$ cat config.mk
export PLATFORM = sky130hd
export DESIGN_NAME = gbw_locate
export DESIGN_NICKNAME = d
export VERILOG_FILES = /design/src/hdl/gbw_pkg.sv /design/src/hdl/gbw_locate.sv
export SDC_FILE = /design/constraint.sdc
export NUM_CORES = 2
export LEC_CHECK = 0
export BUFFER_PORTS_ARGS = -buffer_cell sky130_fd_sc_hd__buf_2
export CAP_MARGIN = 20
export CORE_MARGIN = 2
export CORE_UTILIZATION = 45
export CTS_CLUSTER_DIAMETER = 200
export DETAILED_ROUTE_END_ITERATION = 7
export GPL_TIMING_DRIVEN = 0
export HOLD_SLACK_MARGIN = 0.15
export PLACE_DENSITY = 0.7
export SYNTH_ARGS = -nofsm -noshare
export SYNTH_HDL_FRONTEND = slang
export SYNTH_SLANG_ARGS = --single-unit
export TNS_END_PERCENT = 50
$ cat constraint.sdc
create_clock -name clk -period 9.61 [get_ports clk]
set_input_delay 0.4805 -clock clk [delete_from_list [all_inputs] [get_ports clk]]
set_output_delay 0.4805 -clock clk [all_outputs]
set_load 0.005 [all_outputs]
$ cat src/hdl/gbw_pkg.sv
// Shared types, codes and latency constants for the grid bilinear warp.
package gbw_pkg;

  // opcode values
  localparam logic OP_LOAD  = 1'b0;
  localparam logic OP_QUERY = 1'b1;

  // configuration register indexes
  localparam int CFG_IDX_W = 3;
  localparam logic [CFG_IDX_W-1:0] REG_ORIGIN_LINE   = 3'd0;
  localparam logic [CFG_IDX_W-1:0] REG_ORIGIN_SAMP   = 3'd1;
  localparam logic [CFG_IDX_W-1:0] REG_INV_LINE_STEP = 3'd2;
  localparam logic [CFG_IDX_W-1:0] REG_INV_SAMP_STEP = 3'd3;
  localparam logic [CFG_IDX_W-1:0] REG_GRID_ROWS     = 3'd4;
  localparam logic [CFG_IDX_W-1:0] REG_GRID_COLS     = 3'd5;

  // reset values; 1.0 in Q8.24
  localparam logic [31:0] INV_STEP_ONE = 32'h0100_0000;
  localparam logic [6:0]  GRID_DIM_RST = 7'd2;

  // signed Q.24 cell fraction and wide blend operand
  localparam int FRAC_W = 53;
  localparam int WIDE_W = 65;
  typedef logic signed [FRAC_W-1:0] frac_t;
  typedef logic signed [WIDE_W-1:0] wide_t;

  // pipeline depths
  localparam int LOC_LAT    = 4;
  localparam int MUL_LAT    = 6;
  localparam int VALID_LAT  = LOC_LAT + 4 + 2 * MUL_LAT + 2;
  localparam int RESULT_LAT = VALID_LAT + 2;

endpackage

$ cat src/hdl/gbw_locate.sv
// Per-axis grid locator: offset, reciprocal scale, cell clamp and fraction.
module gbw_locate #(
  parameter int N_MAX = 64
) (
  input  logic                         clk,
  input  logic signed [31:0]           q,
  input  logic signed [31:0]           org,
  input  logic [31:0]                  inv,
  input  logic [$clog2(N_MAX+1)-1:0]   n,
  output logic [$clog2(N_MAX)-1:0]     cell_idx,
  output gbw_pkg::frac_t               frac
);
  import gbw_pkg::*;

  localparam int CW = $clog2(N_MAX);
  localparam int NW = $clog2(N_MAX + 1);

  logic signed [32:0] d;
  logic [32:0]        negd;
  logic [31:0]        mag;
  logic               neg1;
  logic               neg2;
  logic [63:0]        p;
  logic [NW-1:0]      lim;
  logic [27:0]        c_hi;
  logic [FRAC_W-1:0]  pq;
  logic [CW-1:0]      cell_next;
  frac_t              frac_next;

  // offset from the grid origin, exact
  always_ff @(posedge clk) begin
    d <= {q[31], q} - {org[31], org};
  end

  // magnitude of the offset always fits 32 bits
  assign negd = -d;
  always_ff @(posedge clk) begin
    neg1 <= d[32];
    mag  <= d[32] ? negd[31:0] : d[31:0];
  end

  // scale by reciprocal step, Q.36 product
  always_ff @(posedge clk) begin
    p    <= mag * inv;
    neg2 <= neg1;
  end

  // truncate toward zero, clamp to last full cell, form fraction
  assign lim  = n - NW'(2);
  assign c_hi = p[63:36];
  assign pq   = {1'b0, p[63:12]};
  always_comb begin
    if (neg2) begin
      cell_next = '0;
      frac_next = -frac_t'(pq);
    end else if (c_hi > 28'(lim)) begin
      cell_next = CW'(lim);
      frac_next = frac_t'(pq - (FRAC_W'(lim) << 24));
    end else begin
      cell_next = CW'(c_hi);
      frac_next = frac_t'({29'b0, p[35:12]});
    end
  end

  always_ff @(posedge clk) begin
    cell_idx <= cell_next;
    frac     <= frac_next;
  end

endmodule

# Yosys cells after proc, flatten, opt, wreduce, memory -nomap -nowiden
# Index checks and enable logic that the tools add are counted.
# W data, S select, Z words.
[totals]
ff_bits = 190
input_bits = 104
output_inout_bits = 59
[op_classes]
add_sub_neg = 5
multipliers = 1
magnitude_cmp = 1
n_mux = 4
[ops]
columns = ["cell", "n"]
rows = [
  ["$mux W53", 2],
  ["$mul A32 B32 Y64", 1],
  ["$neg A52 Y53", 1],
  ["$sub A52 B31 Y53", 1],
  ["$sub A32 B32 Y33", 1],
  ["$mux W32", 1],
  ["$neg A32 Y32", 1],
  ["$gt A28 B7 Y1", 1],
  ["$sub A7 B2 Y7 const B", 1],
  ["$mux W6", 1],
]

# Depth between registers and ports, before layout
[depth]
depth_word = 4
ltp_mapped = 30

# Worst setup path after synthesis
# OpenSTA, ideal clock, no wires.
[synth_timing]
path_kind = "input port to flip-flop"
from = "in inv[17]"
to = "reg p[63]"
arrival_time_ns = 7.554
required_ns = 9.485
setup_slack_ns = 1.931
path_stages = 28
cell_sequence = "clkbuf_1 and2_1 fa_1 inv_1 fa_1 inv_1 fa_1 inv_1 fa_1 inv_1 fa_1 fa_1 fa_1 inv_1 fa_1 inv_1 ha_1 buf_2 nand4_1 nor3_2 nor4bb_1 nand4_1 a211oi_2 o2111ai_1 a31oi_2 a31oi_1 o31ai_1 xnor2_1"
[synth_via]
elab_chain_cells = 1
[synth_rtl]
columns = ["element", "line", "rtl"]
rows = [
  ["from (decl)", "gbw_locate.sv:8", "input logic [31:0] inv,"],
  ["$mul A32 B32 Y64", "gbw_locate.sv:44", "p <= mag * inv;"],
  ["to (signal assigned)", "gbw_locate.sv:44", ""],
  ["to (decl)", "gbw_locate.sv:23", "logic [63:0] p;"],
]
# Every way passes these cells.
# A chain may end at the register's enable or synchronous reset.

# Worst setup path in the final report
[layout_timing]
from = "reg mag[5]"
to = "reg p[62]"
[layout_via]
elab_chain_cells = 1
[layout_rtl]
columns = ["element", "line", "rtl"]
rows = [
  ["from (decl)", "gbw_locate.sv:20", "logic [31:0] mag;"],
  ["from (signal assigned)", "gbw_locate.sv:39", "mag <= d[32] ? negd[31:0] : d[31:0];"],
  ["$mul A32 B32 Y64", "gbw_locate.sv:44", ""],
]
# Every way passes these cells.

==> flow_summary.ini <==
[logic_synthesis]
synth_cell_type_count = 84
ys_ff_latch = 178
synth_edf_count = 0
yosysWarnings = 0
synth_area_mm2 = 0.0408
syn-instance-count = 4484
yosys.area.top_type = fa_1
syn-num-nets = 5787
ys_seq_area_share_pct = 8.74
synthArstFlopShare_pct = 0
syn_avg_cell_area_um2 = 9.09
synthFlopType = dfxtp_1
synth_top_cell_area_share_pct = 44.1
synth.area.top_cells = fa_1 44%, ha_1 9.3%, dfxtp_1 8.7%, and2_1 8.7%, inv_1 8.7%

[routing]
wirelength_um = 141000
viasPerCell = 5.56
vias = 32600
wl_per_cell_um = 24.1
dr.pass1.iters = 6
drcViolationCount = 0
drt_iter0_drc = 2719
ant_nets = 0

[clock_tree]
cts_buffers = 17
path_clk_slew_ns = 0.08
clk_path_buf_depth = 2
cts_tree = yes
htree_levels = 4
clockRootBuffer = clkbuf_16
postCtsSetupBuffers = 0
cts.sinks = 178
clk_latency_ns = 0.51

[cells_and_area]
mostFrequentLayoutCells = 941 x inv_1, 897 x fa_1, 568 x and2_1, 566 x nand2_1, 302 x ha_1
nets = 5969
fin_area_mm2 = 0.0436
syn_to_final_growth_pct = 7.05
layout_commonest_cell = inv_1
drive_gt1_share_pct = 5.24

[global_routing]
grt_pass1_vias = 33600
gr-total-overflow = 0
grt_max_degree = 19
antenna_found_initial = 9
track_usage_pct = 30.9
grt_pass1_wl_um = 210000

[floorplanning]
io_pins = 163
core_mm2 = 0.0899
rows = 110
die_w_um = 305
dieArea_mm2 = 0.0930
start_util_pct = 45.4
die_h_um = 305

[sta]
worstMarginPinSlew_ns = 1.19
fin_setup_tns_ns = 0
fin_crit_sh_pct = 96.9
hold_viol_final = 0
rsz0062_at_grt = false
fin_skew_ns = 0.0254
whs_ns = 0.207
max_clock_freq_mhz = 107
maxSlewHeadroom_pct = 20.7
setup_viol = 0
final-max-slew-violation-count = 0
finalCriticalPeriod_ns = 9.31

[worst_setup_path]
critPathKind = reg -> reg
crit_path_end_kind = register
cp_max_fo = 10
required_ns = 10.03
arrival_ns = 9.73
start_kind = register

[outcome]
status = finished, final reports clean

[place]
placed_area_mm2 = 0.0430
io_buffer_count = 162
gp_congestion = 1.02
hpwl_um = 120000

[hold_path]
min-delay-path-class = in -> reg

[run]
maxCapViolCount = 0
-- flip-flops by register name, summed over array words and instances, names as in the netlist --
register  flops
cell_idx      6
d            33
frac         53
mag          32
neg1          1
neg2          1
p            52
-- cells by family (layout without fill, tap and decap cells) --
logic type,Yosys count,count (layout),share of synthesized area (%)
DFF,178,178,8.74
buffers and inverters,1176,1370,10.9
other,0,3,0
muxes,2,2,0.0522
adders and majority gates,1199,1199,53.3
AOI/OAI and AO/OA,393,393,6.31
and+or+nand+nor,1388,1388,17.5
xor gates and xnor gates,148,148,3.18
-- cells in the mapped netlist (22+ instances only) --
master	instances
o21ai_1	24
xnor2_1	113
xor2_1	35
dfxtp_1	178
a21o_1	48
a31oi_1	22
and2_1	568
nand4_1	25
nand2_1	566
a21oi_1	95
nor2_1	78
inv_1	941
clkbuf_1	226
ha_1	302
fa_1	897
nand3_1	30
o21ai_0	62
-- worst paths after layout --
check / startpoint / to / slack (ns) / cells after the start
setup / recovery: mag[5]$_DFF_P_ / p[62]$_DFF_P_ / 0.30 / 27
hold / removal: n[1] / cell_idx[1]$_SDFF_PP0_ / 0.21 / 2
setup reg to reg: mag[5]$_DFF_P_ / p[62]$_DFF_P_ / 0.30 / 27
hold reg to reg: d[0]$_DFF_P_ / mag[0]$_DFF_P_ / 0.40 / 0
-- critical path: stages (launching register included) --
cell and delay (ns):
dfxtp_1 0.60, clkbuf_1 0.90, nand2_1 0.23, fa_1 0.50, fa_1 0.46, fa_1 0.49, inv_1 0.05, fa_1 0.49
inv_1 0.05, fa_1 0.43, inv_1 0.09, fa_1 0.45, fa_1 0.57, inv_1 0.13, fa_1 0.56, inv_1 0.04
ha_1 0.26, buf_2 0.16, nand4_1 0.14, nor3_2 0.27, nor4bb_1 0.25, nand4_1 0.29, a211oi_2 0.47, o2111ai_1 0.21
a31oi_2 0.37, a31oi_1 0.21, o31ai_1 0.31, xor2_1 0.20
-- routing by layer --
metal	track usage [%]	vias up	routed length, um
met2	46.8	1771	61500
li1	-	13800	-
met5	0	-	28
met3	7.26	492	14000
met4	20.6	4	11400
met1	39.5	16500	54200
-- per-stage QoR --
stage / instances / setup slack [ns] / utilization, %
2_1_floorplan: 4484 / 1.93 / -
3_3_place_gp: 5822 / 0.0204 / 47.9
3_5_place_dp: 5822 / 0.0196 / 47.9
4_1_cts: 5853 / 0.174 / 48.5
5_1_grt: 5855 / 0.00581 / 48.5
6_report: 5857 / 0.301 / 48.6
-- cell type report --
class                   instances  area [um2]
repair buffers                163         816
flip-flops and latches        178        3560
clock inverters                14         141
inverters                     942        3540
plain buffers                 234         907
fillers                      8630       46200
clock buffers                  17         425
multi-input cells            3130       32800
well taps                    1176        1470
diodes                          3        7.51
-- timing repair --
| item | 4_1_cts | 5_1_grt |
|---|---|---|
| resized for setup | 0 | 25 |
| hold buffers | 0 | 0 |
| setup endpoints to repair | 0 | 3 |
Power is left out: the tool's default activity adds up to more than one toggle a clock period on the data nets, which glitch-free logic cannot reach.
